$ cat config.mk
export PLATFORM = sky130hd
export DESIGN_NAME = framed_command_parser
export DESIGN_NICKNAME = d
export VERILOG_FILES = /design/src/rtl/fcp_pkg.sv /design/src/rtl/fcp_collect.sv /design/src/rtl/fcp_judge.sv /design/src/rtl/framed_command_parser.sv
export SDC_FILE = /design/constraint.sdc
export NUM_CORES = 1
export LEC_CHECK = 0
export BUFFER_PORTS_ARGS = -buffer_cell sky130_fd_sc_hd__buf_2
export CORE_MARGIN = 10
export CORE_UTILIZATION = 61
export DETAILED_ROUTE_END_ITERATION = 7
export PLACE_DENSITY = 0.89
export SLEW_MARGIN = 20
export SYNTH_ARGS = -nofsm -noshare
export SYNTH_HDL_FRONTEND = slang
export SYNTH_SLANG_ARGS = --single-unit
$ cat constraint.sdc
create_clock -name clk -period 6.42 [get_ports clk]
set_input_delay 1.926 -clock clk [delete_from_list [all_inputs] [get_ports clk]]
set_output_delay 1.926 -clock clk [all_outputs]
set_load 0.02 [all_outputs]
$ cat src/rtl/fcp_pkg.sv
// Shared types, character codes, result codes and the note color table
// for the framed command parser. Used by every module of the block.
package fcp_pkg;

    // Message layout
    localparam logic [3:0] MSG_LEN   = 4'd11;
    localparam logic [3:0] POS_START = 4'd0;
    localparam logic [3:0] POS_CMD   = 4'd1;
    localparam logic [3:0] POS_NOTE  = 4'd2;
    localparam logic [3:0] POS_NUM   = 4'd3;
    localparam logic [3:0] POS_END   = 4'd10;

    // Character codes
    localparam logic [7:0] CH_FRAME_START = 8'h25;  // '%'
    localparam logic [7:0] CH_FRAME_END   = 8'h26;  // '&'
    localparam logic [7:0] CH_PLUS        = 8'h2B;  // '+'
    localparam logic [7:0] CH_MINUS       = 8'h2D;  // '-'
    localparam logic [7:0] CH_ZERO        = 8'h30;  // '0'
    localparam logic [7:0] CH_ONE         = 8'h31;  // '1'
    localparam logic [7:0] CH_TWO         = 8'h32;  // '2'
    localparam logic [7:0] CH_NINE        = 8'h39;  // '9'
    localparam logic [7:0] CH_SPACE       = 8'h20;
    localparam logic [7:0] CH_TAB         = 8'h09;
    localparam logic [7:0] CH_CR          = 8'h0D;
    localparam logic [7:0] CH_NUL         = 8'h00;

    // Result status codes
    localparam logic [2:0] STATUS_OK        = 3'd0;
    localparam logic [2:0] STATUS_BAD_FRAME = 3'd1;
    localparam logic [2:0] STATUS_BAD_CMD   = 3'd2;
    localparam logic [2:0] STATUS_BAD_NUM   = 3'd3;
    localparam logic [2:0] STATUS_BAD_NOTE  = 3'd4;

    // Command codes
    localparam logic [1:0] CMD_OFF   = 2'd0;
    localparam logic [1:0] CMD_DRONE = 2'd1;
    localparam logic [1:0] CMD_NOTE  = 2'd2;

    // Highest valid note index
    localparam logic [7:0] NOTE_LAST = 8'd11;

    // Width of the decoded magnitude: at most seven digits reach the judge.
    localparam int MAG_W = 24;

    // Input word
    typedef struct packed {
        logic [7:0] rx_byte;
        logic       burst_end;
    } rx_word_t;

    // Result word
    typedef struct packed {
        logic [2:0]  status;
        logic [1:0]  command;
        logic [23:0] note_color;
        logic [31:0] duration_us;
    } result_word_t;

    // Summary of one finished burst, handed from the collector to the judge
    typedef struct packed {
        logic             frame_ok;
        logic [7:0]       sel;
        logic [7:0]       note;
        logic             num_ok;
        logic             neg;
        logic [MAG_W-1:0] mag;
    } fcp_snap_t;

    // Note color table
    function automatic logic [23:0] note_color_lookup(input logic [3:0] idx);
        logic [23:0] color;
        case (idx)
            4'd0:    color = 24'hFF0000;
            4'd1:    color = 24'hCE9AFF;
            4'd2:    color = 24'hFFFF00;
            4'd3:    color = 24'h656599;
            4'd4:    color = 24'hE3FBFF;
            4'd5:    color = 24'hAC1C00;
            4'd6:    color = 24'h00CCFF;
            4'd7:    color = 24'hFF6500;
            4'd8:    color = 24'hFF00FF;
            4'd9:    color = 24'h33CC33;
            4'd10:   color = 24'h8C8A8C;
            4'd11:   color = 24'h0000FE;
            default: color = 24'h000000;
        endcase
        return color;
    endfunction

endpackage

$ cat src/rtl/fcp_collect.sv
// Byte collector: keeps the bytes of a burst that the verdict needs and
// decodes the duration text one byte per word. Depends on fcp_pkg.
module fcp_collect
    import fcp_pkg::*;
(
    input  logic      clk,
    input  logic      rst_n,
    input  logic      byte_valid,
    output logic      byte_stall,
    input  rx_word_t  byte_word,
    output logic      snap_valid,
    input  logic      snap_take,
    output fcp_snap_t snap
);

    typedef enum logic [1:0] {
        PH_SPACE,
        PH_SIGN,
        PH_DIGITS,
        PH_DONE
    } phase_t;

    function automatic logic is_space(input logic [7:0] c);
        return (c == CH_SPACE) || ((c >= CH_TAB) && (c <= CH_CR));
    endfunction

    function automatic logic is_digit(input logic [7:0] c);
        return (c >= CH_ZERO) && (c <= CH_NINE);
    endfunction

    function automatic logic is_end(input logic [7:0] c);
        return (c == CH_NUL) || (c == CH_FRAME_END);
    endfunction

    logic [3:0]       cnt_reg, cnt_next;
    logic [7:0]       b0_reg, b0_next;
    logic [7:0]       b1_reg, b1_next;
    logic [7:0]       b2_reg, b2_next;
    logic [7:0]       b10_reg, b10_next;
    logic             b3end_reg, b3end_next;
    phase_t           phase_reg, phase_next;
    logic             ok_reg, ok_next;
    logic             neg_reg, neg_next;
    logic [MAG_W-1:0] mag_reg, mag_next;
    logic             snap_valid_reg, snap_valid_next;
    fcp_snap_t        snap_reg, snap_next;

    logic             accept;
    logic             last;
    logic [7:0]       b;
    logic             b3end_cur;
    logic [MAG_W-1:0] digit_ext;
    logic [MAG_W-1:0] mag_step;

    // A closing word needs a free summary slot; other words always enter.
    assign byte_stall = snap_valid_reg && !snap_take && last;
    assign accept     = byte_valid && !byte_stall;
    assign last       = byte_word.burst_end;
    assign b          = byte_word.rx_byte;

    // Multiply by ten with shifts and add the new digit.
    assign digit_ext = {{(MAG_W-4){1'b0}}, b[3:0]};
    assign mag_step  = {mag_reg[MAG_W-4:0], 3'b000} + {mag_reg[MAG_W-2:0], 1'b0} + digit_ext;

    assign b3end_cur = (cnt_reg == POS_NUM) ? is_end(b) : b3end_reg;

    // Next state of the collector and the duration parser.
    always_comb
    begin
        cnt_next        = cnt_reg;
        b0_next         = b0_reg;
        b1_next         = b1_reg;
        b2_next         = b2_reg;
        b10_next        = b10_reg;
        b3end_next      = b3end_reg;
        phase_next      = phase_reg;
        ok_next         = ok_reg;
        neg_next        = neg_reg;
        mag_next        = mag_reg;
        snap_next       = snap_reg;
        snap_valid_next = snap_valid_reg;

        if (snap_take)
        begin
            snap_valid_next = 1'b0;
        end

        if (accept && (cnt_reg < MSG_LEN))
        begin
            cnt_next = cnt_reg + 4'd1;
            if (cnt_reg == POS_START)
            begin
                b0_next = b;
            end
            if (cnt_reg == POS_CMD)
            begin
                b1_next = b;
            end
            if (cnt_reg == POS_NOTE)
            begin
                b2_next = b;
            end
            if (cnt_reg == POS_END)
            begin
                b10_next = b;
            end
            if (cnt_reg == POS_NUM)
            begin
                b3end_next = is_end(b);
            end

            // Duration text runs from byte 3 through byte 10.
            if (cnt_reg >= POS_NUM)
            begin
                unique case (phase_reg)
                    PH_SPACE:
                    begin
                        if (is_space(b))
                        begin
                            phase_next = PH_SPACE;
                        end
                        else if ((b == CH_PLUS) || (b == CH_MINUS))
                        begin
                            phase_next = PH_SIGN;
                            neg_next   = (b == CH_MINUS);
                        end
                        else if (is_digit(b))
                        begin
                            phase_next = PH_DIGITS;
                            mag_next   = digit_ext;
                        end
                        else
                        begin
                            phase_next = PH_DONE;
                            ok_next    = b3end_cur;
                        end
                    end
                    PH_SIGN:
                    begin
                        if (is_digit(b))
                        begin
                            phase_next = PH_DIGITS;
                            mag_next   = digit_ext;
                        end
                        else
                        begin
                            phase_next = PH_DONE;
                            ok_next    = b3end_cur;
                        end
                    end
                    PH_DIGITS:
                    begin
                        if (is_digit(b))
                        begin
                            mag_next = mag_step;
                        end
                        else
                        begin
                            phase_next = PH_DONE;
                            ok_next    = is_end(b);
                        end
                    end
                    PH_DONE:
                    begin
                        phase_next = PH_DONE;
                    end
                    default:
                    begin
                        phase_next = PH_DONE;
                    end
                endcase
            end
        end

        // Summary of the burst, including the closing word itself.
        snap_next.frame_ok = (b0_next == CH_FRAME_START) && (b10_next == CH_FRAME_END);
        snap_next.sel      = b1_next;
        snap_next.note     = b2_next;
        snap_next.neg      = neg_next;
        snap_next.mag      = mag_next;
        unique case (phase_next)
            PH_DONE:   snap_next.num_ok = ok_next;
            PH_DIGITS: snap_next.num_ok = 1'b0;
            default:   snap_next.num_ok = b3end_next;
        endcase

        // A closing word hands over the summary and clears for the next burst.
        if (accept && last)
        begin
            snap_valid_next = 1'b1;
            cnt_next        = 4'd0;
            b0_next         = 8'd0;
            b1_next         = 8'd0;
            b2_next         = 8'd0;
            b10_next        = 8'd0;
            b3end_next      = 1'b0;
            phase_next      = PH_SPACE;
            ok_next         = 1'b0;
            neg_next        = 1'b0;
            mag_next        = '0;
        end
        else
        begin
            snap_next = snap_reg;
        end
    end

    // Collector state and summary register.
    always_ff @(posedge clk or negedge rst_n)
    begin
        if (!rst_n)
        begin
            cnt_reg        <= 4'd0;
            b0_reg         <= 8'd0;
            b1_reg         <= 8'd0;
            b2_reg         <= 8'd0;
            b10_reg        <= 8'd0;
            b3end_reg      <= 1'b0;
            phase_reg      <= PH_SPACE;
            ok_reg         <= 1'b0;
            neg_reg        <= 1'b0;
            mag_reg        <= '0;
            snap_valid_reg <= 1'b0;
        end
        else
        begin
            cnt_reg        <= cnt_next;
            b0_reg         <= b0_next;
            b1_reg         <= b1_next;
            b2_reg         <= b2_next;
            b10_reg        <= b10_next;
            b3end_reg      <= b3end_next;
            phase_reg      <= phase_next;
            ok_reg         <= ok_next;
            neg_reg        <= neg_next;
            mag_reg        <= mag_next;
            snap_valid_reg <= snap_valid_next;
        end
    end

    // The summary payload needs no reset.
    always_ff @(posedge clk)
    begin
        snap_reg <= snap_next;
    end

    assign snap_valid = snap_valid_reg;
    assign snap       = snap_reg;

    // The kept byte count never passes the message length.
    assert property (@(posedge clk) disable iff (!rst_n) cnt_reg <= MSG_LEN)
        else $error("byte count beyond message length");

    // A closing word leaves the collector cleared.
    assert property (@(posedge clk) disable iff (!rst_n)
        (byte_valid && !byte_stall && byte_word.burst_end)
        |=> (cnt_reg == 4'd0) && (phase_reg == PH_SPACE) && snap_valid_reg)
        else $error("collector not cleared after burst end");

    // A new summary only appears after a closing word.
    assert property (@(posedge clk) disable iff (!rst_n)
        $rose(snap_valid_reg) |-> $past(byte_valid && !byte_stall && byte_word.burst_end))
        else $error("summary without a closing word");

endmodule

$ cat src/rtl/fcp_judge.sv
// Verdict stage: turns a burst summary into one result word and holds it
// in the output register. Depends on fcp_pkg.
module fcp_judge
    import fcp_pkg::*;
(
    input  logic         clk,
    input  logic         rst_n,
    input  logic         snap_valid,
    output logic         snap_take,
    input  fcp_snap_t    snap,
    output logic         result_valid,
    input  logic         result_stall,
    output result_word_t result
);

    logic         out_valid_reg, out_valid_next;
    result_word_t out_reg, out_next;
    logic [31:0]  mag_ext;

    // The output register can take a new summary when empty or draining.
    assign snap_take = !out_valid_reg || !result_stall;

    assign mag_ext = {{(32-MAG_W){1'b0}}, snap.mag};

    // Checks in order: frame, command, number, note index.
    always_comb
    begin
        out_next             = '0;
        out_next.status      = STATUS_OK;
        out_next.command     = CMD_OFF;
        if (!snap.frame_ok)
        begin
            out_next.status = STATUS_BAD_FRAME;
        end
        else
        begin
            unique case (snap.sel)
                CH_ZERO:
                begin
                    out_next.command = CMD_OFF;
                end
                CH_ONE:
                begin
                    out_next.command = CMD_DRONE;
                end
                CH_TWO:
                begin
                    if (!snap.num_ok)
                    begin
                        out_next.status = STATUS_BAD_NUM;
                    end
                    else if (snap.note > NOTE_LAST)
                    begin
                        out_next.status = STATUS_BAD_NOTE;
                    end
                    else
                    begin
                        out_next.command     = CMD_NOTE;
                        out_next.note_color  = note_color_lookup(snap.note[3:0]);
                        out_next.duration_us = snap.neg ? (32'd0 - mag_ext) : mag_ext;
                    end
                end
                default:
                begin
                    out_next.status = STATUS_BAD_CMD;
                end
            endcase
        end
    end

    // Output valid flag.
    always_comb
    begin
        out_valid_next = out_valid_reg;
        if (snap_take)
        begin
            out_valid_next = snap_valid;
        end
    end

    always_ff @(posedge clk or negedge rst_n)
    begin
        if (!rst_n)
        begin
            out_valid_reg <= 1'b0;
        end
        else
        begin
            out_valid_reg <= out_valid_next;
        end
    end

    // Result payload loads whenever a summary moves in.
    always_ff @(posedge clk)
    begin
        if (snap_take && snap_valid)
        begin
            out_reg <= out_next;
        end
    end

    assign result_valid = out_valid_reg;
    assign result       = out_reg;

    // A rejected message carries no command, color or duration.
    assert property (@(posedge clk) disable iff (!rst_n)
        (out_valid_reg && (out_reg.status != STATUS_OK))
        |-> (out_reg.command == CMD_OFF) && (out_reg.note_color == 24'd0)
            && (out_reg.duration_us == 32'd0))
        else $error("rejected result carries payload");

    // Only a note carries a color or a duration.
    assert property (@(posedge clk) disable iff (!rst_n)
        (out_valid_reg && (out_reg.command != CMD_NOTE))
        |-> (out_reg.note_color == 24'd0) && (out_reg.duration_us == 32'd0))
        else $error("non-note result carries note data");

    // Status stays within the defined codes.
    assert property (@(posedge clk) disable iff (!rst_n)
        out_valid_reg |-> (out_reg.status <= STATUS_BAD_NOTE))
        else $error("undefined status code");

endmodule

$ cat src/rtl/framed_command_parser.sv
// Framed command parser, top level: byte collector followed by the verdict
// stage. Depends on fcp_pkg, fcp_collect and fcp_judge.
//
// Usage: received bytes enter on the byte channel (byte_valid, byte_stall,
// byte_word), one word per cycle, each with a flag that marks the end of a
// burst. The first eleven bytes of a burst are kept; later ones are dropped.
// The word that closes a burst yields one result word on the result channel
// (result_valid, result_stall, result): a status, the command, the note
// color and the decoded duration. Other words yield nothing.
// Throughput is one byte word per cycle unless a closing word is stalled;
// the duration text is decoded on the fly, one digit step per byte, so
// no burst-end work is left over. A closing word passes two register
// stages (summary register, then output register) before its result is
// valid; a stalled output register keeps the summary waiting behind it.
// Reset clears the kept bytes, the count and both stage valid flags; the
// block is ready for a new burst in the first cycle after reset.
// When the receiver stalls, the result word holds and one further burst
// summary can wait behind it; non-closing bytes keep flowing in, and only
// a closing word is stalled while both slots are full.
module framed_command_parser
    import fcp_pkg::*;
(
    input  logic         clk,
    input  logic         rst_n,
    input  logic         byte_valid,
    output logic         byte_stall,
    input  rx_word_t     byte_word,
    output logic         result_valid,
    input  logic         result_stall,
    output result_word_t result
);

    logic      snap_valid;
    logic      snap_take;
    fcp_snap_t snap;

    fcp_collect u_collect (
        .clk        (clk),
        .rst_n      (rst_n),
        .byte_valid (byte_valid),
        .byte_stall (byte_stall),
        .byte_word  (byte_word),
        .snap_valid (snap_valid),
        .snap_take  (snap_take),
        .snap       (snap)
    );

    fcp_judge u_judge (
        .clk          (clk),
        .rst_n        (rst_n),
        .snap_valid   (snap_valid),
        .snap_take    (snap_take),
        .snap         (snap),
        .result_valid (result_valid),
        .result_stall (result_stall),
        .result       (result)
    );

endmodule
After elaboration in Yosys (flattened, before gate mapping)
Memories as Yosys holds them, arrays and structs flattened. A register that Yosys moved wholly into a read port is not among the register bits.
Cells that the tools add are included.
{"block": "totals", "ff_bits": 171, "mem_bits_ro": 384, "out_inout_bits": 63, "elab_cells": 140, "mem_count": 1}
{"name": "(no name shown)", "words": 16, "word_bits": 24, "read_ports": 1, "rd_clocked_by_memory_dff": 1, "write_ports": 0, "line": "fcp_pkg.sv:72", "source": "case (idx)"}
{"block": "op_classes", "n_addsub": 4, "magnitude_cmp": 7, "n_eq_ne": 18, "muxes": 58, "bitwise_logic": 4, "reduce_logical": 25}
{"op": "two-way mux 24 bit", "n": 7}
{"op": "two-way mux 58 bit", "n": 2}
{"op": "two-way mux 8 bit", "n": 12}
{"op": "== test 8 x 6 -> 1 bit, second input constant", "n": 9}
{"op": "case mux 24 bit (3 select lines)", "n": 1}
{"op": "two-way mux 32 bit", "n": 1}
{"op": "subtractor 1 x 24 -> 25 bit, first input constant", "n": 1}
{"op": "adder 24 bit", "n": 1}
{"op": "adder 24 x 4 -> 24 bit", "n": 1}
{"op": "two-way mux 1 bit", "n": 19}
{"op": "two-way mux 2 bit", "n": 6}
{"op": "two-way mux 4 bit", "n": 3}
{"op": "logical AND 1 bit", "n": 9}
{"op": "== test 2 bit, second input constant", "n": 4}
{"op": "== test 4 x 2 -> 1 bit, second input constant", "n": 2}
{"op": ">= comparator 8 x 4 -> 1 bit, second input constant", "n": 1}
{"op": ">= comparator 8 x 6 -> 1 bit, second input constant", "n": 1}
{"op": "greater-than comparator 8 x 4 -> 1 bit, second input constant", "n": 1}
{"op": "<= comparator 8 x 4 -> 1 bit, second input constant", "n": 1}
{"op": "<= comparator 8 x 6 -> 1 bit, second input constant", "n": 1}
{"op": "logical NOT 8 bit", "n": 1}
{"op": "case mux 2 bit (4 select lines)", "n": 1}
{"op": "two-way mux 3 bit", "n": 2}
{"op": "case mux 3 bit (2 select lines)", "n": 1}
{"op": "18 further kinds", "n": 28}

Logic depth before layout (Yosys ltp)
Gate-level depths: netlist of run 1.
{"block": "depth", "depth_word": 11, "ltp_mapped": 12, "ltp_nobuf": 11}

Modules after synthesis
Synthesis of run 1 repeated with hierarchy kept, for this count alone.
{"block": "hier_totals", "cells_unflattened": 855, "hier_area_um2": 8918.6}
{"module": "fcp_collect", "instances": 1, "cells_per_inst": 589, "area_per_inst_um2": 6098.3, "seq_area_each_um2": 2942.8}
{"module": "fcp_judge", "instances": 1, "cells_per_inst": 266, "area_per_inst_um2": 2820.2, "seq_area_each_um2": 1556.5}

Worst setup path before layout of run 1
No wires, ideal clock.
{"block": "synth_path", "path_kind": "input to register", "start": "input port result_stall", "end": "register u_judge.out_reg (netlist bit u_judge.result[0]) (enable)", "setup_time_ns": 0.537, "arrival_time_ns": 5.638, "required_ns": 5.883, "slack_ns": 0.245, "path_stages": 1, "path_buffers": 0, "cell_sequence": "a21boi_0"}
{"block": "synth_via", "elab_chain_len": 3}
{"item": "start, declared", "line": "framed_command_parser.sv:29", "source": "input logic result_stall,"}
{"item": "logical NOT 1 bit", "line": "fcp_judge.sv:21", "source": "assign snap_take = !out_valid_reg || !result_stall;"}
{"item": "logical OR 1 bit", "line": "fcp_judge.sv:21"}
{"item": "logical AND 1 bit", "line": "fcp_judge.sv:96", "source": "if (snap_take && snap_valid)"}
{"item": "end signal, assigned", "line": "fcp_judge.sv:98", "source": "out_reg <= out_next;"}
{"item": "end, declared", "line": "fcp_judge.sv:17", "source": "result_word_t out_reg, out_next;"}
Every way passes these cells.
A chain may end at the register's enable or synchronous reset.

Final worst setup path of run 1
{"block": "layout_path", "start": "input port byte_word[4] (netlist name)", "end": "register u_collect.mag_reg[17]"}
{"block": "layout_via", "elab_chain_len": 9, "elab_cells_between_ends": 20, "classes_between": "1 x add/sub; 4 x order compare; 3 x eq/ne; 8 x mux; 4 x reduce/logical"}
{"item": "start, declared", "line": "framed_command_parser.sv:27", "source": "input rx_word_t byte_word,"}
{"item": ">= comparator 8 x 6 -> 1 bit or <= comparator 8 x 6 -> 1 bit (tied branches)", "line": "fcp_collect.sv:28", "source": "return (c >= CH_ZERO) && (c <= CH_NINE);"}
{"item": "logical AND 1 bit", "line": "fcp_collect.sv:28"}
{"item": "two-way mux 24 bit", "line": "fcp_collect.sv:127, fcp_collect.sv:140"}
{"item": "two-way mux 24 bit", "line": "fcp_collect.sv:122", "source": "else if ((b == CH_PLUS) || (b == CH_MINUS))"}
{"item": "two-way mux 24 bit", "line": "fcp_collect.sv:118", "source": "if (is_space(b))"}
{"item": "case mux 24 bit (3 select lines) (*)", "line": "fcp_collect.sv:115", "source": "unique case (phase_reg)"}
{"item": "two-way mux 24 bit (*)", "line": "fcp_collect.sv:113", "source": "if (cnt_reg >= POS_NUM)"}
{"item": "two-way mux 24 bit (*)", "line": "fcp_collect.sv:88", "source": "if (accept && (cnt_reg < MSG_LEN))"}
{"item": "two-way mux 24 bit (*)", "line": "fcp_collect.sv:188", "source": "if (accept && last)"}
{"item": "named net u_collect.mag_next[17]", "line": "fcp_collect.sv:44", "source": "logic [MAG_W-1:0] mag_reg, mag_next;"}
{"item": "end signal, assigned", "line": "fcp_collect.sv:236", "source": "mag_reg <= mag_next;"}
{"item": "end, declared", "line": "fcp_collect.sv:44"}
The timed path passes the listed nets; every way through them passes the cells marked *.

==> results.ini, run 1 <==
[clock_tree]
numCtsBuffers=17
cts_tree=done
clkSlewWorstSetupHoldPaths_ns=0.08
root_buffer=clkbuf_16
clk_latency_ns=0.44
cts_resized=0
cts_setup_buffers=0
ctsHoldBuffers=0
htree_levels=4
clk_path_buf_depth=2
cts.sinks=182

[synthesis]
yosysSeqAreaShare_pct=50.9
synth_edf_count=94
ys_ff_latch=182
ys.flop_type=edfxtp_1
yosysUniqueCellTypes=82
synth_top_area_share_pct=29.2
synth.net_count=988
yosys.area.top_type=edfxtp_1
netlist_instances=918
syn_area_per_cell_sq_um=10.5
synth.top_cells.by_area=edfxtp_1, dfrtp_1, ha_1, dfxtp_1, nor2_1
yosys_warnings=0
syn_area_sq_um=9660
async_flop_share_pct=36.8

[die]
dieArea_sq_um=21300
io_pins=76
dieWidth_um=146
rows=45
die_y_um=146
design.core.area_sq_um=15400
start_util_pct=62.9

[setup_path]
worstPathRequired_ns=6.78
slowest_stage=fa_1
crit_chain=buf_2 -> inv_1 -> fa_1 -> inv_1 -> ha_1 -> a21oi_1 -> o211ai_1 -> a22o_1 -> nor4_1 -> nor2_1 -> a211o_1 -> a22oi_1
cp_common_cell=inv_1
critical_path_peak_fanout=10
endpoint_kind=register
slowest_delay_ns=0.56
arrival_ns=5.13
r2r-start=u_collect.mag_reg[0]$_DFF_PN0_
worstSetupStartpoint=byte_word[4]
worstSetupPathType=in -> reg
worst_setup_path_start_kind=input port

[power_and_ir_drop]
power.density_nw_per_um2=295
irDropWorstVdd_uv=216
power_leakage_nw=4.77

[sta]
fmax_mhz=210
fin_crit_ns=4.77
worst_pin_slew_ns=1.05
relSlewSlack_pct=29.8
finalHoldViolations=0
slew_violations=0
clock_skew_ns=0.0119
rsz0062_at_grt=no
setup_viol=0
setup_tns_ns=0
fin_crit_sh_pct=74.3
layout_setup_ws_ns=1.65

[final_layout]
final_core_util_pct=69.8
syn_to_final_growth_pct=11.0
final_area_sq_um=10700
fin_cells=1190
layout.nets=1034
drive_above_1_share_pct=15.3

[route]
drt_pre_antenna_iters=6
avgViaCountPerCell=6.24
dr.first_iter.drc_count=903
drt-wirelength-per-cell_um=19.6
vias=7421
drc=0
ant_nets=0
wirelength_um=23300

[placed_design]
portBuffers=75
placed_cell_area_sq_um=10100
gp_congestion=0.974
dpl.hpwl_um=15200
placedCellCount=1156
place_ws_ns=1.27

[global_routing]
grt_max_degree=75
grt_usage_pct=21.6
grt_pass1_vias=7342
antenna_found_initial=2
overflow=0
grt_pass1_wl_um=37800

[hold_path]
hp-start=u_collect.b0_reg[2]$_DFF_PN0_
hold_class=reg -> reg

[flow_run]
max_cap_violations=0

[status]
outcome=finished, final reports clean

area by class of cell:
cell class | count | area [sq um]
Fill cell | 1045 | 4640
Inverter | 26 | 97.6
Clock buffer | 17 | 425
Multi-Input combinational cell | 657 | 4390
Antenna cell | 2 | 5.00
Timing Repair Buffer | 80 | 413
Tap cell | 211 | 264
Clock inverter | 15 | 216
Sequential cell | 182 | 4920
per-layer routing:
layer | vias to the layer above | global-route usage, % | wire [um]
li1 | 3401 | - | -
met1 | 3565 | 26.1 | 9380
met2 | 393 | 36.2 | 11300
met3 | 62 | 5.40 | 2010
met4 | 0 | 7.99 | 601
met5 | - | 0 | 0
final timing paths:
| path | end | slack [ns] | cells after the start |
|---|---|---|---|
| max | u_collect.mag_reg[17]$_DFF_PN0_ | 1.65 | 12 |
| min | u_collect.b0_reg[2]$_DFF_PN0_ | 0.52 | 2 |
| max reg2reg | u_collect.mag_reg[17]$_DFF_PN0_ | 3.11 | 11 |
| min reg2reg | u_collect.b0_reg[2]$_DFF_PN0_ | 0.52 | 2 |
| max in group asynchronous | u_collect.mag_reg[13]$_DFF_PN0_ | 4.16 | 2 |
| min in group asynchronous | u_collect.mag_reg[15]$_DFF_PN0_ | 1.65 | 2 |
through the flow:
stage | hold WS [ns] | power [mW]
6_report | 0.520 | 3.17
5_1_grt | 0.555 | 3.30
4_1_cts | 0.526 | 3.16
3_5_place_dp | 0.511 | 2.06
3_3_place_gp | 0.487 | 2.03
2_1_floorplan | 0.472 | 1.92
cell usage after synthesis (6+ instances only):
| master | n |
|---|---|
| a21o_1 | 10 |
| a21oi_1 | 52 |
| a22o_1 | 6 |
| and2_1 | 34 |
| and3_1 | 30 |
| buf_4 | 10 |
| clkbuf_1 | 33 |
| dfrtp_1 | 67 |
| dfxtp_1 | 21 |
| edfxtp_1 | 94 |
| ha_1 | 55 |
| inv_1 | 24 |
| mux2_2 | 15 |
| mux2i_1 | 18 |
| nand2_1 | 72 |
| nand2b_1 | 8 |
| nand3_1 | 18 |
| nand4_1 | 6 |
| nor2_1 | 100 |
| nor3_1 | 14 |
| nor4_1 | 6 |
| o211ai_1 | 8 |
| o21a_1 | 7 |
| o21ai_0 | 54 |
| o31ai_1 | 9 |
| or3_1 | 8 |
| xnor2_1 | 14 |
| xor2_1 | 28 |
cell families after synthesis:
logic type / after synthesis / synth area share, %
adders and majority gates: 57 / 7.53
xor gates and xnor gates: 42 / 3.81
AOI/OAI and AO/OA: 192 / 12.8
and+or+nand+nor: 333 / 17.5
DFF: 182 / 50.9
muxes: 33 / 3.61
buffers and inverters: 79 / 3.82
critical path: cells and delay by family:
family	cells	cell delay, ns
AND/OR/NAND/NOR	2	0.61
buffers and inverters	3	0.44
AO/OA/AOI/OAI	5	1.29
adder cells (fa/ha/maj)	2	0.85
power by group:
part           total (mW)  internal, mW  leakage, nW  switching [mW]
clock network        1.10         0.573        0.305           0.528
registers            1.51          1.41         2.00          0.0929
logic               0.561         0.207         2.47           0.355
cells in the final DEF (no fill, tap or decap), types with 7 or more instances in the layout:
master	instances
nor2_1	100
edfxtp_1	94
buf_2	75
nand2_1	72
dfrtp_1	67
ha_1	55
o21ai_0	54
a21oi_1	52
and2_1	34
and3_1	30
xor2_1	28
inv_1	24
dfxtp_1	21
nand3_1	18
mux2i_1	17
clkbuf_16	17
mux2_2	15
nor3_1	14
xnor2_1	14
a21o_1	10
o31ai_1	9
nand2b_1	8
o211ai_1	8
or3_1	8
o21a_1	7
(Power assumes the default switching activity.)
==> run 2, diff against run 1 <==
- CORE_UTILIZATION: 61 -> 55
- PLACE_DENSITY: 0.89 -> 0.85
- clock period: 6.42 -> 3.9 ns (I/O delays scaled with it)
==> run 2 against run 1 <==
Net effect: flip-flop and latch count stayed put; routed wire length is 0.82% lower; via count is 1.3% lower; sequential share of layout area is 0.62 points lower; clock-buffer cell count is 3 higher; worst hold slack worse by 0.0024 ns; register-to-register slack worse by 2.3 ns; utilization is 6.7 points lower; cell count is 3.0% higher; clock skew is 0.0034 ns lower; critical path type unchanged; critical endpoint is now u_collect.mag_reg[16]$_DFF_PN0_.
==> results.ini, run 2 (synthesized netlist as in run 1, its figures left out) <==
[status]
outcome=finished, final reports clean

[sta]
worst_pin_slew_ns=0.807
fmax_mhz=284
whs_ns=0.518
setup_viol=0
fin_crit_ns=3.53
slew_violations=0
finalHoldViolations=0
fin_crit_sh_pct=90.4
layout_setup_ws_ns=0.373
setup_tns_ns=0
relSlewSlack_pct=46.1
rsz0062_at_grt=no
clock_skew_ns=0.00856

[final_layout]
final_cell_mix=nor2_1, edfxtp_1, buf_2
drive_above_1_share_pct=17.3
final_core_util_pct=63.1
fin_cells=1226
layout_commonest_cell=nor2_1
fillers=1256
syn_to_final_growth_pct=12.6
diodes=0
layout.nets=1058

[route]
dr.first_iter.drc_count=575
wirelength_um=23100
avgViaCountPerCell=5.98
drt-wirelength-per-cell_um=18.8
ant_nets=0
vias=7326
drc=0
drt_pre_antenna_iters=5

[clock_tree]
clkSlewWorstSetupHoldPaths_ns=0.07
cts.sinks=182
ctsHoldBuffers=0
cts_resized=0
root_buffer=clkbuf_16
clk_path_buf_depth=2
cts_setup_buffers=0
clk_latency_ns=0.44
htree_levels=4
numCtsBuffers=17
cts_tree=done

[setup_path]
rrSetupSlack_ns=0.84
endpoint_kind=register
reg2reg_depth=11
worst_setup_path_start_kind=input port
worstPathRequired_ns=4.27
crit_end=u_collect.mag_reg[16]$_DFF_PN0_
r2r-start=u_collect.mag_reg[0]$_DFF_PN0_
critical_path_peak_fanout=3
worstSetupStartpoint=byte_word[4]
worstSetupPathType=in -> reg
rr_endpoint=u_collect.mag_reg[16]$_DFF_PN0_
arrival_ns=3.90

[die]
start_util_pct=56.1
rows=48
io_pins=76
dieArea_sq_um=23300
dieWidth_um=153
die_y_um=153
design.core.area_sq_um=17200

[placed_design]
gp_congestion=0.937
portBuffers=75
placedCellCount=1194
dpl.hpwl_um=16200
place_ws_ns=-0.0773

[power_and_ir_drop]
irDropWorstVdd_uv=347
p_clk_share_pct=33.5
seqPwrFrac_pct=48.2
switching_share_pct=29.5
power.density_nw_per_um2=473
power_leakage_nw=4.87
netSwitchingPower_mw=1.52
p_comb_share_pct=18.3
internal_power_mw=3.63

[global_routing]
grt_pass1_vias=7234
overflow=0
antenna_found_initial=2
grt_max_degree=52
grt_pass1_wl_um=37100
grt_usage_pct=19.4

[hold_path]
hold_class=reg -> reg

[flow_run]
max_cap_violations=0

## run 2: area by class of cell
class                           instances  area [sq um]  area share (%)
Inverter                               26          97.6           0.897
Tap cell                              225           282            2.59
Timing Repair Buffer                  104           593            5.45
Sequential cell                       182          4920            45.2
Multi-Input combinational cell        657          4400            40.4
Clock buffer                           20           458            4.21
Clock inverter                         12           130            1.20
## run 2: power by group through the flow
stage	clock, mW	sequential [mW]	combinational, mW
after floorplan	0	2.48	0.678
after global placement	0	2.49	0.879
after detailed placement	0	2.51	0.914
after CTS	1.73	2.48	0.934
after global routing	1.81	2.51	1.04
final	1.72	2.48	0.940
## run 2: metrics by stage
step           power [mW]  cell area (sq um)
2_1_floorplan        3.16               9680
3_3_place_gp         3.37              10300
3_5_place_dp         3.43              10300
4_1_cts              5.15              10900
5_1_grt              5.35              10900
6_report             5.14              10900
## run 2: worst min-delay path by stage
stage / start / endpoint / slack (ns) / cells past startpoint
final: u_collect.b0_reg[1]$_DFF_PN0_ / u_collect.b0_reg[1]$_DFF_PN0_ / 0.52 / 2
after global routing: register / u_judge.result[41]$_SDFFCE_PP0P_ / 0.55 / 1
after CTS: u_collect.b0_reg[3]$_DFF_PN0_ / u_collect.b0_reg[3]$_DFF_PN0_ / 0.53 / 2
after detailed placement: u_collect.b10_reg[2]$_DFF_PN0_ / u_collect.b10_reg[2]$_DFF_PN0_ / 0.51 / 2
after global placement: u_collect.b0_reg[1]$_DFF_PN0_ / u_collect.b0_reg[1]$_DFF_PN0_ / 0.49 / 2
after floorplan: u_collect.b0_reg[1]$_DFF_PN0_ / u_collect.b0_reg[1]$_DFF_PN0_ / 0.47 / 2
## run 2: worst max-delay path, stage by stage
cell and delay, ns:
buf_2 0.10, inv_1 0.08, fa_1 0.53, inv_1 0.08, fa_2 0.41, a21oi_2 0.17
o21ai_1 0.12, a2111oi_2 0.51, a21oi_1 0.20, xnor2_1 0.16, o21ai_0 0.20, and2_1 0.17
## run 2: layer usage
| layer | global-route usage, % | wire length (um) | vias to the layer above |
|---|---|---|---|
| met5 | 0 | 20 | - |
| met4 | 6.22 | 331 | 4 |
| met3 | 4.57 | 1580 | 33 |
| met2 | 32.3 | 11400 | 295 |
| met1 | 24.3 | 9800 | 3552 |
| li1 | - | - | 3442 |
